### src/rtl/core/swpe_pkg.sv
// Shared types and constants of the sliding window patch extractor.
// No dependencies; every other file of the block but the assertion macros header refers to it by scoped names.
package swpe_pkg;

	localparam int DEF_MAX_WIDTH  = 1024;
	localparam int DEF_MAX_RADIUS = 2;
	localparam int DEF_PIXEL_BITS = 16;

	localparam int MAX_HEIGHT = 4096;

	localparam int CFG_WIDTH_BITS  = 11;
	localparam int CFG_HEIGHT_BITS = 13;
	localparam int CFG_RADIUS_BITS = 2;
	localparam int CFG_BORDER_BITS = 9;
	localparam int CFG_DATA_BITS   = 13;
	localparam int CFG_INDEX_BITS  = 2;

	localparam int ROW_BITS = 12;
	localparam int CX_BITS  = 10;
	localparam int CY_BITS  = 12;
	// Row arithmetic needs room for the height plus a margin.
	localparam int YW = CFG_HEIGHT_BITS + 1;

	localparam logic [CFG_WIDTH_BITS-1:0]  RST_FRAME_WIDTH   = 11'd1024;
	localparam logic [CFG_HEIGHT_BITS-1:0] RST_FRAME_HEIGHT  = 13'd1024;
	localparam logic [CFG_RADIUS_BITS-1:0] RST_WINDOW_RADIUS = 2'd1;
	localparam logic [CFG_BORDER_BITS-1:0] RST_EDGE_BORDER   = 9'd0;

	typedef enum logic [CFG_INDEX_BITS-1:0] {
		REG_FRAME_WIDTH   = 2'd0,
		REG_FRAME_HEIGHT  = 2'd1,
		REG_WINDOW_RADIUS = 2'd2,
		REG_EDGE_BORDER   = 2'd3
	} cfg_reg_t;

	typedef struct packed {
		logic [CFG_WIDTH_BITS-1:0]  frame_width;
		logic [CFG_HEIGHT_BITS-1:0] frame_height;
		logic [CFG_RADIUS_BITS-1:0] window_radius;
		logic [CFG_BORDER_BITS-1:0] edge_border;
	} cfg_t;

	typedef struct packed {
		logic               load;
		logic               first;
		logic               last;
		logic [CX_BITS-1:0] cx;
		logic [CY_BITS-1:0] cy;
	} emit_t;

	typedef enum logic [1:0] {
		ST_IDLE,
		ST_UPDATE,
		ST_EMIT
	} state_t;

endpackage

### src/rtl/core/swpe_window.sv
// Window register file: forms the new column, shifts it in and selects one value.
// Depends on swpe_pkg for default parameters.
module swpe_window #(
	parameter int MAX_RADIUS = swpe_pkg::DEF_MAX_RADIUS,
	parameter int PIXEL_BITS = swpe_pkg::DEF_PIXEL_BITS,
	localparam int LINES     = 2 * MAX_RADIUS,
	localparam int SIDE      = 2 * MAX_RADIUS + 1,
	localparam int SW        = $clog2(SIDE)
) (
	input  logic                        clk,
	input  logic                        arst_n,
	input  logic                        shift,
	input  logic [PIXEL_BITS-1:0]       pix,
	input  logic [LINES*PIXEL_BITS-1:0] rd_col,
	input  logic [SW-1:0]               sel_row,
	input  logic [SW-1:0]               sel_col,
	output logic [LINES*PIXEL_BITS-1:0] wr_col,
	output logic [PIXEL_BITS-1:0]       value
);

	logic [PIXEL_BITS-1:0] column [SIDE];
	logic [PIXEL_BITS-1:0] win_q  [SIDE][SIDE];

	// The stored rows plus the arriving pixel; each row moves up by one line.
	always_comb begin
		for (int k = 0; k < LINES; k++) begin
			column[k] = rd_col[k*PIXEL_BITS +: PIXEL_BITS];
		end
		column[LINES] = pix;
		for (int k = 0; k < LINES; k++) begin
			wr_col[k*PIXEL_BITS +: PIXEL_BITS] = column[k+1];
		end
	end

	always_ff @(posedge clk or negedge arst_n) begin
		if (!arst_n) begin
			for (int i = 0; i < SIDE; i++) begin
				for (int j = 0; j < SIDE; j++) begin
					win_q[i][j] <= '0;
				end
			end
		end else if (shift) begin
			for (int i = 0; i < SIDE; i++) begin
				for (int j = 0; j < SIDE - 1; j++) begin
					win_q[i][j] <= win_q[i][j+1];
				end
				win_q[i][SIDE-1] <= column[i];
			end
		end
	end

	assign value = win_q[sel_row][sel_col];

endmodule

### config.mk
export PLATFORM = sky130hd
export DESIGN_NAME = swpe_window
export DESIGN_NICKNAME = d
export VERILOG_FILES = /design/src/rtl/core/swpe_pkg.sv /design/src/rtl/core/swpe_window.sv
export SDC_FILE = /design/constraint.sdc
export NUM_CORES = 1
export LEC_CHECK = 0
export BUFFER_PORTS_ARGS = -buffer_cell sky130_fd_sc_hd__buf_2
export CAP_MARGIN = 20
export CORE_UTILIZATION = 60
export CTS_CLUSTER_DIAMETER = 120
export DETAILED_ROUTE_END_ITERATION = 6
export GPL_TIMING_DRIVEN = 0
export PLACE_DENSITY = 0.8
export SLEW_MARGIN = 15
export SYNTH_ARGS = -nofsm -noshare
export SYNTH_HDL_FRONTEND = slang
export SYNTH_SLANG_ARGS = --single-unit
### constraint.sdc
create_clock -name clk -period 3.3 [get_ports clk]
set_input_delay 0.99 -clock clk [delete_from_list [all_inputs] [get_ports clk]]
set_output_delay 0.99 -clock clk [all_outputs]
set_load 0.1 [all_outputs]
==> flow_metrics.tcl <==
set metrics [dict create \
    outcome "complete, but fails checks" \
    violations "setup timing" \
    r2r_cells 1 \
    ant_nets 0 \
    worst_slack_ns -0.269 \
    drt-initial-drc-count 1084 \
    grtUsageTotal 0.348 \
    cp-startpoint "sel_row[0]" \
    area_growth_syn_to_layout_pct 23.0 \
    path_class "in2out" \
    drcViolationCount 0 \
    avgSynthCellArea_sq_um 13.5 \
    r2r_end "win_q[33]$_DFFE_PN0P_" \
    grt_max_degree 111 \
    slew_violations 0 \
    yosysMostFrequentCell "dfrtp_1" \
    grt_pass1_vias 13500 \
    numPortBuffers 165 \
    cts.sinks 400 \
    nets 1738 \
    p_leak_nw 10.2 \
    yosys-top-cells-count "dfrtp_1, mux2_2, mux2i_1" \
    cts_tree "yes" \
    setup_viol 16 \
    crit_end "value[13]" \
    core-area_sq_mm 0.0309 \
    fin_crit_ns 3.57 \
    synth_ff_type "dfrtp_1" \
    p_total_mw 14.7 \
    max_cap_viol_count 0 \
    hold_buffers 0 \
    crit_required_ns 2.31 \
    synth.area.top_cells "dfrtp_1, mux2_2, mux2i_1, buf_4, mux4_2" \
    dieHeight_um 180 \
    r2r_slack_ns 2.34 \
    dpl.hpwl_mm 39.3 \
    vdd.ir_drop.worst_v 0.000504 \
    clk_pin_slew_ns 0.06 \
    hold_violations 0 \
    tns_ns -3.65 \
    ctsLongestPathBuffers 3 \
    placed_cells 1974 \
    syn_inst 1410 \
    finalCritPeriodShare 1.08 \
    detail_route.first_pass.iterations 5 \
    fill_cells 1908 \
    synth_seq_cells 400 \
    cellPowerDensity_mw_per_mm2 625 \
    die_area_sq_mm 0.0325 \
    yosys.area.top_type "dfrtp_1" \
    rsz0062_at_grt "yes" \
    synth_edf_count 0 \
    fin_skew_ns 0.0133 \
    antenna_found_initial 0 \
    cts_root_buf "clkbuf_16" \
    stdcell_count 2071 \
    regMostFlops "win_q" \
    vias 13300 \
    wire_per_inst_um 27.2 \
    n_antenna_cell 0 \
    synth_seq_area_share 0.524 \
    syn-cell-area_sq_mm 0.0191 \
    placementRows 64 \
    clock_latency_ns 0.55 \
    largest_reg_flops 400 \
    drive_gt1_frac 0.549 \
    grt_pass1_wl_mm 84.3 \
    cp-end-kind "primary output" \
    initial_core_util 0.618 \
    worst_pin_slew_ns 0.882 \
    grt.overflow.total 0 \
    start_kind "input pin" \
    htree_levels 2 \
    cts_buffers 43 \
    synth.top_cell.area_share 0.524 \
    reg2reg_from "win_q[17]$_DFFE_PN0P_" \
    drt_wl_total_mm 56.4 \
    async_flop_share 1.00 \
    gp_congestion 0.972 \
    vias_per_cell 6.41 \
    ios 169 \
    fin_util 0.760 \
    critPathMaxFanout 6 \
    yosysWarningCount 0 \
    slew_headroom 0.412 \
    die_w_um 180 \
    yosysUniqueCellTypes 34 \
    synthesis.nets 1499 \
    arrival_ns 2.58 \
    hp-class "in2async" \
    timing.fmax_mhz 280 \
    top_regs "win_q (400)" \
]
==> layer usage <==
metal	share of wire	up-vias	GRT usage
li1	-	5603	-
met1	0.41	6899	0.469
met4	0.053	0	0.155
met5	0	-	0
met2	0.46	607	0.551
met3	0.076	163	0.0663
==> where the power goes <==
group	internal, mW	leakage (nW)	switching (mW)
combinational	1.55	4.84	1.74
sequential	5.86	4.72	0.842
clock	2.75	0.681	1.94
total	10.2	10.2	4.52
==> layout make-up <==
class	count	area, sq um	area share
tap	396	495	0.0211
buffer	166	1440	0.0613
sequential	400	10000	0.426
multi-input combinational	828	8680	0.370
clock buffer	61	1270	0.0543
timing repair buffer	196	1440	0.0611
inverter	14	56.3	0.00240
clock inverter	10	85.1	0.00362
==> worst max-delay path, stage by stage <==
cell and delay, ns:
buf_16 0.11, buf_16 0.15, buf_16 0.16, buf_4 0.14
clkbuf_16 0.15, mux2i_1 0.27, o21ai_1 0.11, o211ai_1 0.17
o211ai_4 0.13, buf_12 0.19
==> cell families (layout without fill, tap and decap cells) <==
family	count (synthesis)	in the layout	share of synthesized area
simple gates	76	76	0.0187
buf+inv	182	447	0.0604
compound gates	205	205	0.0732
mux	547	547	0.323
flops	400	400	0.524
==> what timing repair did <==
action	4_1_cts	5_1_grt
gates resized for setup	192	89
cloned	0	5
buffers inserted	2	21
endpoints found under the setup margin	16	16
pin swaps	27	40
==> cell usage in the layout (no fill, tap or decap), types with 3 or more instances in the layout <==
| cell type | count |
|---|---|
| dfrtp_1 | 400 |
| mux2_2 | 388 |
| buf_2 | 183 |
| mux2i_1 | 128 |
| buf_4 | 87 |
| clkbuf_16 | 48 |
| nand2_1 | 40 |
| o21ai_0 | 32 |
| buf_6 | 25 |
| buf_12 | 24 |
| o211ai_1 | 23 |
| clkbuf_1 | 21 |
| a22oi_1 | 18 |
| mux4_2 | 17 |
| o21ai_1 | 17 |
| a211oi_1 | 15 |
| o2bb2ai_1 | 13 |
| o22ai_4 | 13 |
| clkbuf_8 | 13 |
| inv_1 | 12 |
| o22ai_2 | 12 |
| o21ai_2 | 10 |
| o211ai_4 | 9 |
| nand3_1 | 9 |
| buf_8 | 8 |
| a21oi_1 | 8 |
| mux2i_4 | 8 |
| a311oi_2 | 8 |
| buf_16 | 7 |
| a21oi_2 | 7 |
| nand3_2 | 7 |
| clkinv_2 | 7 |
| nand2b_1 | 6 |
| mux2i_2 | 6 |
| clkbuf_4 | 4 |
| nor2b_1 | 4 |
| clkbuf_2 | 3 |
| o21ai_4 | 3 |
| o31a_1 | 3 |
| o2bb2ai_2 | 3 |
==> how the worst min path moves through the flow <==
stage               cells after the start                     end              startpoint
finish                                  1  win_q[144]$_DFFE_PN0P_                  arst_n
global route                            1  win_q[236]$_DFFE_PN0P_  win_q[236]$_DFFE_PN0P_
CTS                                     1  win_q[157]$_DFFE_PN0P_                  arst_n
detailed placement                      1  win_q[311]$_DFFE_PN0P_  win_q[311]$_DFFE_PN0P_
global placement                        1  win_q[317]$_DFFE_PN0P_  win_q[317]$_DFFE_PN0P_
floorplan                               1  win_q[305]$_DFFE_PN0P_  win_q[305]$_DFFE_PN0P_
==> through the flow <==
stage          worst slack, ns  cell area (sq um)  hold slack (ns)
2_1_floorplan           -0.895              19200            0.476
3_3_place_gp             -6.47              20600            0.484
3_5_place_dp            -0.898              20700            0.495
4_1_cts                 -0.250              22800            0.505
5_1_grt                 -0.317              23500            0.516
6_report                -0.269              23500            0.445
Power figures use the tool's default switching activity.
