<file path="src/rtl/core/swpe_pkg.sv">
// Shared types and constants of the sliding window patch extractor.
// No dependencies; every other file of the block but the assertion macros header refers to it by scoped names.
package swpe_pkg;

	localparam int DEF_MAX_WIDTH  = 1024;
	localparam int DEF_MAX_RADIUS = 2;
	localparam int DEF_PIXEL_BITS = 16;

	localparam int MAX_HEIGHT = 4096;

	localparam int CFG_WIDTH_BITS  = 11;
	localparam int CFG_HEIGHT_BITS = 13;
	localparam int CFG_RADIUS_BITS = 2;
	localparam int CFG_BORDER_BITS = 9;
	localparam int CFG_DATA_BITS   = 13;
	localparam int CFG_INDEX_BITS  = 2;

	localparam int ROW_BITS = 12;
	localparam int CX_BITS  = 10;
	localparam int CY_BITS  = 12;
	// Row arithmetic needs room for the height plus a margin.
	localparam int YW = CFG_HEIGHT_BITS + 1;

	localparam logic [CFG_WIDTH_BITS-1:0]  RST_FRAME_WIDTH   = 11'd1024;
	localparam logic [CFG_HEIGHT_BITS-1:0] RST_FRAME_HEIGHT  = 13'd1024;
	localparam logic [CFG_RADIUS_BITS-1:0] RST_WINDOW_RADIUS = 2'd1;
	localparam logic [CFG_BORDER_BITS-1:0] RST_EDGE_BORDER   = 9'd0;

	typedef enum logic [CFG_INDEX_BITS-1:0] {
		REG_FRAME_WIDTH   = 2'd0,
		REG_FRAME_HEIGHT  = 2'd1,
		REG_WINDOW_RADIUS = 2'd2,
		REG_EDGE_BORDER   = 2'd3
	} cfg_reg_t;

	typedef struct packed {
		logic [CFG_WIDTH_BITS-1:0]  frame_width;
		logic [CFG_HEIGHT_BITS-1:0] frame_height;
		logic [CFG_RADIUS_BITS-1:0] window_radius;
		logic [CFG_BORDER_BITS-1:0] edge_border;
	} cfg_t;

	typedef struct packed {
		logic               load;
		logic               first;
		logic               last;
		logic [CX_BITS-1:0] cx;
		logic [CY_BITS-1:0] cy;
	} emit_t;

	typedef enum logic [1:0] {
		ST_IDLE,
		ST_UPDATE,
		ST_EMIT
	} state_t;

endpackage

</file>
<file path="src/rtl/core/swpe_ctrl.sv">
// Sequencer of the patch extractor: raster counters, line store access, interior test
// and the walk over one window. Depends on swpe_pkg.
module swpe_ctrl #(
	parameter int MAX_WIDTH  = swpe_pkg::DEF_MAX_WIDTH,
	parameter int MAX_RADIUS = swpe_pkg::DEF_MAX_RADIUS,
	localparam int AW        = $clog2(MAX_WIDTH),
	localparam int SIDE      = 2 * MAX_RADIUS + 1,
	localparam int SW        = $clog2(SIDE)
) (
	input  logic                 clk,
	input  logic                 arst_n,
	input  swpe_pkg::cfg_t       cfg,
	input  logic                 in_valid,
	output logic                 in_ready,
	input  logic                 out_free,
	output logic                 ram_re,
	output logic                 ram_we,
	output logic [AW-1:0]        ram_addr,
	output logic                 shift,
	output logic [SW-1:0]        sel_row,
	output logic [SW-1:0]        sel_col,
	output swpe_pkg::emit_t      emit
);

	localparam int WB  = swpe_pkg::CFG_WIDTH_BITS;
	localparam int XW  = ((AW > WB) ? AW : WB) + 1;
	localparam int YW  = swpe_pkg::YW;
	localparam int RB  = swpe_pkg::CFG_RADIUS_BITS;
	localparam int BB  = swpe_pkg::CFG_BORDER_BITS;
	localparam int RWB = swpe_pkg::ROW_BITS;
	localparam int CXW = swpe_pkg::CX_BITS;
	localparam int CYW = swpe_pkg::CY_BITS;
	localparam logic [SW-1:0] SIDE_M1 = SW'(SIDE - 1);

	swpe_pkg::state_t state_q, state_d;

	logic [AW-1:0]  col_q, col_d;
	logic [RWB-1:0] row_q, row_d;
	logic [SW-1:0]  ri_q, ri_d, cj_q, cj_d, r0_q, r0_d;
	logic [CXW-1:0] cx_q, cx_d;
	logic [CYW-1:0] cy_q, cy_d;

	logic [XW-1:0] w_eff;
	logic [YW-1:0] h_eff;
	logic [RB-1:0] r_eff;
	logic [BB-1:0] b_eff;
	logic          interior;

	// Effective frame geometry, with out-of-range settings clamped.
	always_comb begin
		if (cfg.frame_width == '0) begin
			w_eff = XW'(1);
		end else if (XW'(cfg.frame_width) > XW'(MAX_WIDTH)) begin
			w_eff = XW'(MAX_WIDTH);
		end else begin
			w_eff = XW'(cfg.frame_width);
		end

		if (cfg.frame_height == '0) begin
			h_eff = YW'(1);
		end else if (YW'(cfg.frame_height) > YW'(swpe_pkg::MAX_HEIGHT)) begin
			h_eff = YW'(swpe_pkg::MAX_HEIGHT);
		end else begin
			h_eff = YW'(cfg.frame_height);
		end

		if (cfg.window_radius > RB'(MAX_RADIUS)) begin
			r_eff = RB'(MAX_RADIUS);
		end else begin
			r_eff = cfg.window_radius;
		end

		// A zero border means the radius; a border below the radius is raised to it.
		b_eff = (cfg.edge_border == '0) ? BB'(r_eff) : cfg.edge_border;
		if (b_eff < BB'(r_eff)) begin
			b_eff = BB'(r_eff);
		end
	end

	// Centre (row - r, col - r) is interior when it lies at least b from every edge.
	assign interior = (XW'(col_q) >= XW'(b_eff) + XW'(r_eff))
		&& (XW'(col_q) + XW'(b_eff) < w_eff + XW'(r_eff))
		&& (YW'(row_q) >= YW'(b_eff) + YW'(r_eff))
		&& (YW'(row_q) + YW'(b_eff) < h_eff + YW'(r_eff));

	always_ff @(posedge clk or negedge arst_n) begin
		if (!arst_n) begin
			state_q <= swpe_pkg::ST_IDLE;
			col_q   <= '0;
			row_q   <= '0;
			ri_q    <= '0;
			cj_q    <= '0;
			r0_q    <= '0;
			cx_q    <= '0;
			cy_q    <= '0;
		end else begin
			state_q <= state_d;
			col_q   <= col_d;
			row_q   <= row_d;
			ri_q    <= ri_d;
			cj_q    <= cj_d;
			r0_q    <= r0_d;
			cx_q    <= cx_d;
			cy_q    <= cy_d;
		end
	end

	always_comb begin
		state_d    = state_q;
		col_d      = col_q;
		row_d      = row_q;
		ri_d       = ri_q;
		cj_d       = cj_q;
		r0_d       = r0_q;
		cx_d       = cx_q;
		cy_d       = cy_q;
		in_ready   = 1'b0;
		ram_re     = 1'b0;
		ram_we     = 1'b0;
		shift      = 1'b0;
		emit.load  = 1'b0;
		emit.first = (ri_q == r0_q) && (cj_q == r0_q);
		emit.last  = (ri_q == SIDE_M1) && (cj_q == SIDE_M1);
		emit.cx    = cx_q;
		emit.cy    = cy_q;

		unique case (state_q)
			swpe_pkg::ST_IDLE: begin
				in_ready = 1'b1;
				if (in_valid) begin
					ram_re  = 1'b1;
					state_d = swpe_pkg::ST_UPDATE;
				end
			end
			swpe_pkg::ST_UPDATE: begin
				ram_we = 1'b1;
				shift  = 1'b1;
				cx_d   = CXW'(XW'(col_q) - XW'(r_eff));
				cy_d   = CYW'(YW'(row_q) - YW'(r_eff));
				// The window occupies the newest rows and columns of the register file.
				r0_d   = SIDE_M1 - (SW'(r_eff) << 1);
				ri_d   = SIDE_M1 - (SW'(r_eff) << 1);
				cj_d   = SIDE_M1 - (SW'(r_eff) << 1);
				if (XW'(col_q) + XW'(1) >= w_eff) begin
					col_d = '0;
					if (YW'(row_q) + YW'(1) >= h_eff) begin
						row_d = '0;
					end else begin
						row_d = row_q + RWB'(1);
					end
				end else begin
					col_d = col_q + AW'(1);
				end
				state_d = interior ? swpe_pkg::ST_EMIT : swpe_pkg::ST_IDLE;
			end
			swpe_pkg::ST_EMIT: begin
				if (out_free) begin
					emit.load = 1'b1;
					if (cj_q == SIDE_M1) begin
						if (ri_q == SIDE_M1) begin
							state_d = swpe_pkg::ST_IDLE;
						end else begin
							ri_d = ri_q + SW'(1);
							cj_d = r0_q;
						end
					end else begin
						cj_d = cj_q + SW'(1);
					end
				end
			end
			default: begin
				state_d = swpe_pkg::ST_IDLE;
			end
		endcase
	end

	assign ram_addr = col_q;
	assign sel_row  = ri_q;
	assign sel_col  = cj_q;

endmodule

</file>
<file path="config.mk">
export PLATFORM = sky130hd
export DESIGN_NAME = swpe_ctrl
export DESIGN_NICKNAME = d
export VERILOG_FILES = /design/src/rtl/core/swpe_pkg.sv /design/src/rtl/core/swpe_ctrl.sv
export SDC_FILE = /design/constraint.sdc
export NUM_CORES = 1
export LEC_CHECK = 0
export ABC_AREA = 1
export ABC_CLOCK_PERIOD_IN_PS = 3500
export BUFFER_PORTS_ARGS = -buffer_cell sky130_fd_sc_hd__clkbuf_2
export CAP_MARGIN = 10
export CORE_MARGIN = 1.5
export CORE_UTILIZATION = 60
export DETAILED_ROUTE_END_ITERATION = 6
export PLACE_DENSITY = 0.82
export RECOVER_POWER = 50
export SYNTH_ARGS = -nofsm -noshare
export SYNTH_HDL_FRONTEND = slang
export SYNTH_SLANG_ARGS = --single-unit
</file>
<file path="constraint.sdc">
create_clock -name clk -period 3.5 [get_ports clk]
set_input_delay 0.525 -clock clk [delete_from_list [all_inputs] [get_ports clk]]
set_output_delay 0.525 -clock clk [all_outputs]
set_load 0.02 [all_outputs]
</file>
==> key figures <==
Logic synthesis
  – Area of the mapped netlist: 0.00673 sq mm
  – Largest family of logic cells by synthesized area: simple AND/OR/NAND/NOR gates
  – Count of distinct cell types in the synthesized netlist: 47
  – Xor and xnor area share after synthesis: 0.0560
  – Complex-gate fraction of the synthesized area: 0.117
  – Area fraction in and, or, nand and nor cells after synthesis: 0.322
  – Synth top area cells: dfrtp_1 20%, ha_1 18%, nand2_1 15%, inv_1 8.2%, nor2_1 5.9%
  – Total number of yosys warnings: 0
  – Area share of fa/ha/maj cells after synthesis: 0.201
  – Ys async rst share: 1.00
  – Synthesized net count: between 1000 and 1500
  – Yosys top cell area share: 0.201
  – Register area share after synthesis: 0.201
  – Cell accounting for the most synthesized area: dfrtp_1
  – #FFs+latches synth: 54
  – Commonest register cell after synthesis: dfrtp_1
  – Multiplexer share of the synthesized area: 0
  – Average cell area after synthesis: 6.60 sq um
  – Post-synthesis cell count: between 1000 and 1500
  – EDFF count, synth: 0

STA
  – Post-Route Skew: between 0.01 and 0.015 ns
  – Max-slew violation count: between 40 and 50
  – Final-layout worst hold slack: 0.489 ns
  – Max frequency: about 270 MHz
  – Unrepaired setup endpoints after global routing: true
  – Final worst-path setup slack: -0.216 ns
  – Post-route setup TNS: -0.216 ns
  – Minimum clock period after layout: ~3.7 ns
  – Actual slew at the worst max-slew pin: around 2.1 ns
  – Endpoints failing hold: 0
  – Relative max-transition margin: -0.417
  – Number of setup violations in the final report: 1
  – Final Cycle Share: 1.06

Worst setup path
  – Setup Crit Path Kind: in2reg
  – Cell type group with the largest total delay on the critical path: simple AND/OR/NAND/NOR gates
  – End of the worst register-to-register path: row_q[9]$_DFFE_PN0P_
  – Worst path most repeated cell: nand2_1
  – WP depth: 30
  – Startpoint kind of the worst setup timing path: input port
  – Critical Path Slowest Stage Cell: fa_2
  – R2R setup slack: around 0.40 ns
  – Worst Setup EP: state_q[1]$_DFFE_PN0P_
  – WP data required: 3.75 ns
  – Biggest cell delay along the critical path: about 0.37 ns
  – Start of the worst register-to-register path: ram_addr[1]$_DFFE_PN0P_
  – Critical path fanouts, max: 3
  – Worst Setup SP: cfg[5]
  – Crit path buf inv count: 4
  – R2R cell count: 14
  – Arrival time at the worst endpoint: between 3 and 4 ns
  – CP Capture Type: flip-flop

Detailed routing
  – Total number of vias: between 6000 and 7000
  – Antenna viol nets, final: 0
  – 1st-pass router iterations: 5
  – Routed length per instance: approximately 14 microns
  – DR iter-0 viols: ~480
  – Post-DR vias/cell: 5.42
  – Total length of routed wires: approximately 17 mm
  – Drc violations: 0

Power
  – Switching power: about 2.4 mW
  – Switching fraction of total power: 0.537
  – Worst vdd ir: a little under 0.5 mV
  – Part of the total power dissipated in the clock network: 0.075
  – Leakage: 4.41 nW
  – Part of the power in registers: 0.256
  – Cell internal pwr: ~2.1 mW
  – Power per cell area: a little under 600 mW/mm^2
  – Total design power: between 4 and 5 mW
  – Combinational group share of total power: 0.669

Clocking
  – TritonCTS Buffers: 5
  – Post-CTS clock slew at the launch and capture registers of the worst setup and hold paths: 0.09 ns
  – CTS root buffer: clkbuf_8
  – Clock sink total: 54
  – Clock tree from TritonCTS: yes
  – Insertion delay to the later sink of the worst-skew pair: ~0.31 ns
  – CTS Hold Bufs: 0
  – H-tree Lvls: 2
  – Max Root-Sink Buffers: 2

Floorplan
  – Horizontal extent of the die: approximately 110 microns
  – Starting density of the core: 0.618
  – # rows: 38
  – Total Die Area: around 0.012 sq mm
  – I/O Pins: between 80 and 90
  – Vertical extent of the die: roughly 110 microns
  – Area inside the core boundary: approximately 0.011 sq mm

Global routing
  – Via count of the first global-routing pass: a little over 6000
  – Pin count of the biggest net entering global routing: 42
  – Antenna violations before repair: 0
  – GRT Total Usage: 0.303
  – Global-route wire length before repair: between 20 and 30 mm
  – Congestion Overflow GR: 0

Job
  – Number of maximum-capacitance violations: 1

Layout
  – Signed area change from the synthesized netlist to the final layout: 15.5%
  – Fraction of final layout cells with drive strength greater than 1: 0.154
  – Antenna diodes: 0
  – Final net count: around 1300
  – FILL cells: just under 1000

Status
  – Violated checks: capacitance limit, slew limit, setup timing
  – Status: finished with violations

Min path
  – Min-delay worst type: reg2reg

Place
  – Port Buf Inserts: between 80 and 90
  – Final weighted congestion of routability-driven global placement: 0.948
  – HPWL after detailed placement: about 14 mm
  – Place WS: -0.744 ns
==> layer usage <==
layer	share of wire	track usage	vias to the layer above
li1	-	-	3561
met2	0.46	0.501	232
met5	0	0	-
met1	0.47	0.423	3152
met3	0.059	0.0359	25
met4	0.013	0.0705	0
==> worst min-delay path: stages (launching register included) <==
cell and delay (ns):
dfrtp_1 0.35, nand2_1 0.06, nand2_1 0.05
==> layout make-up <==
cell class	count	area (sq um)	area share
Clock buffer	6	72.6	0.00934
Clock inverter	1	7.51	0.000966
Inverter	151	571	0.0734
Multi-Input combinational cell	789	4750	0.611
Sequential cell	54	1350	0.174
Tap cell	140	175	0.0225
Timing Repair Buffer	145	845	0.109
==> synth_stat cells, drive strengths merged (2+ instances only) <==
cell,number
nand2,277
inv,150
nor2,119
ha,97
nand3,62
o21ai,55
dfrtp,54
a21oi,45
xor2,34
nand4,22
clkbuf,13
nor3,13
buf,12
a31oi,11
xnor2,9
o22ai,8
fa,7
a21o,6
o21bai,6
a21boi,2
and2,2
and3,2
nand3b,2
nor4,2
==> power groups by stage <==
stage / logic [mW] / clock network [mW] / registers, mW
after detailed placement: 3.01 / 0 / 1.17
after floorplan: 1.94 / 0 / 1.30
after global placement: 2.91 / 0 / 1.17
after CTS: 3.04 / 0.345 / 1.16
after global routing: 3.43 / 0.367 / 1.19
final: 3.03 / 0.339 / 1.16
==> what timing repair did <==
item / CTS / global route
gates resized for setup: 9 / 3
setup buffers: 1 / 0
pin swaps: 3 / 1
endpoints found under the setup margin: 1 / 1
==> kinds of logic (layout without fill, tap and decap cells) <==
| group | after synthesis | after routing |
|---|---|---|
| and+or+nand+nor | 504 | 504 |
| buffers and inverters | 176 | 303 |
| AOI/OAI and AO/OA | 138 | 138 |
| adders and majority gates | 104 | 104 |
| DFF | 54 | 54 |
| xor gates and xnor gates | 43 | 43 |
==> worst min path at each step <==
stage	from	to	slack, ns	depth (start not counted)
after floorplan	arst_n	cx_q[0]$_DFFE_PN0P_	0.23	0
after global placement	cx_q[1]$_DFFE_PN0P_	cx_q[1]$_DFFE_PN0P_	0.46	2
after detailed placement	cx_q[1]$_DFFE_PN0P_	cx_q[1]$_DFFE_PN0P_	0.47	2
after CTS	arst_n	sel_row[2]$_DFFE_PN0P_	0.40	1
after global routing	cx_q[1]$_DFFE_PN0P_	cx_q[1]$_DFFE_PN0P_	0.51	2
final	cx_q[1]$_DFFE_PN0P_	cx_q[1]$_DFFE_PN0P_	0.49	2
==> layout by cell type, fill, tap and decap left out, types with 3 or more instances in the layout <==
master    count
inv_1       145
ha_2          3
nand2_2       7
a31oi_1      11
dfrtp_1      54
nand3_2       5
clkbuf_8      5
nand3_1      57
fa_1          4
inv_2         4
nand2_1     270
o21ai_1       4
fa_2          3
clkbuf_2     60
clkbuf_1     26
nor2_4        4
xnor2_1       9
a21o_1        6
nor2_2       11
o21ai_0      49
buf_4        60
o22ai_1       7
xor2_1       34
a21oi_1      43
nor2_1      104
ha_1         94
nand4_1      22
o21bai_1      5
nor3_1        9
==> stage by stage <==
stage	area, sq um	utilization	cells
2_1_floorplan	6760	-	1019
3_3_place_gp	7690	0.706	1278
3_5_place_dp	7690	0.706	1278
4_1_cts	7800	0.717	1286
5_1_grt	7770	0.714	1286
6_report	7770	0.714	1286
==> flip-flops by register name (all words and copies together) (netlist names) <==
signal and flops:
cy_q 12, row_q 12, cx_q 10, ram_addr 10, sel_col 3, sel_row 3
r0_q 2, state_q 2
Power figures use the tool's default switching activity.
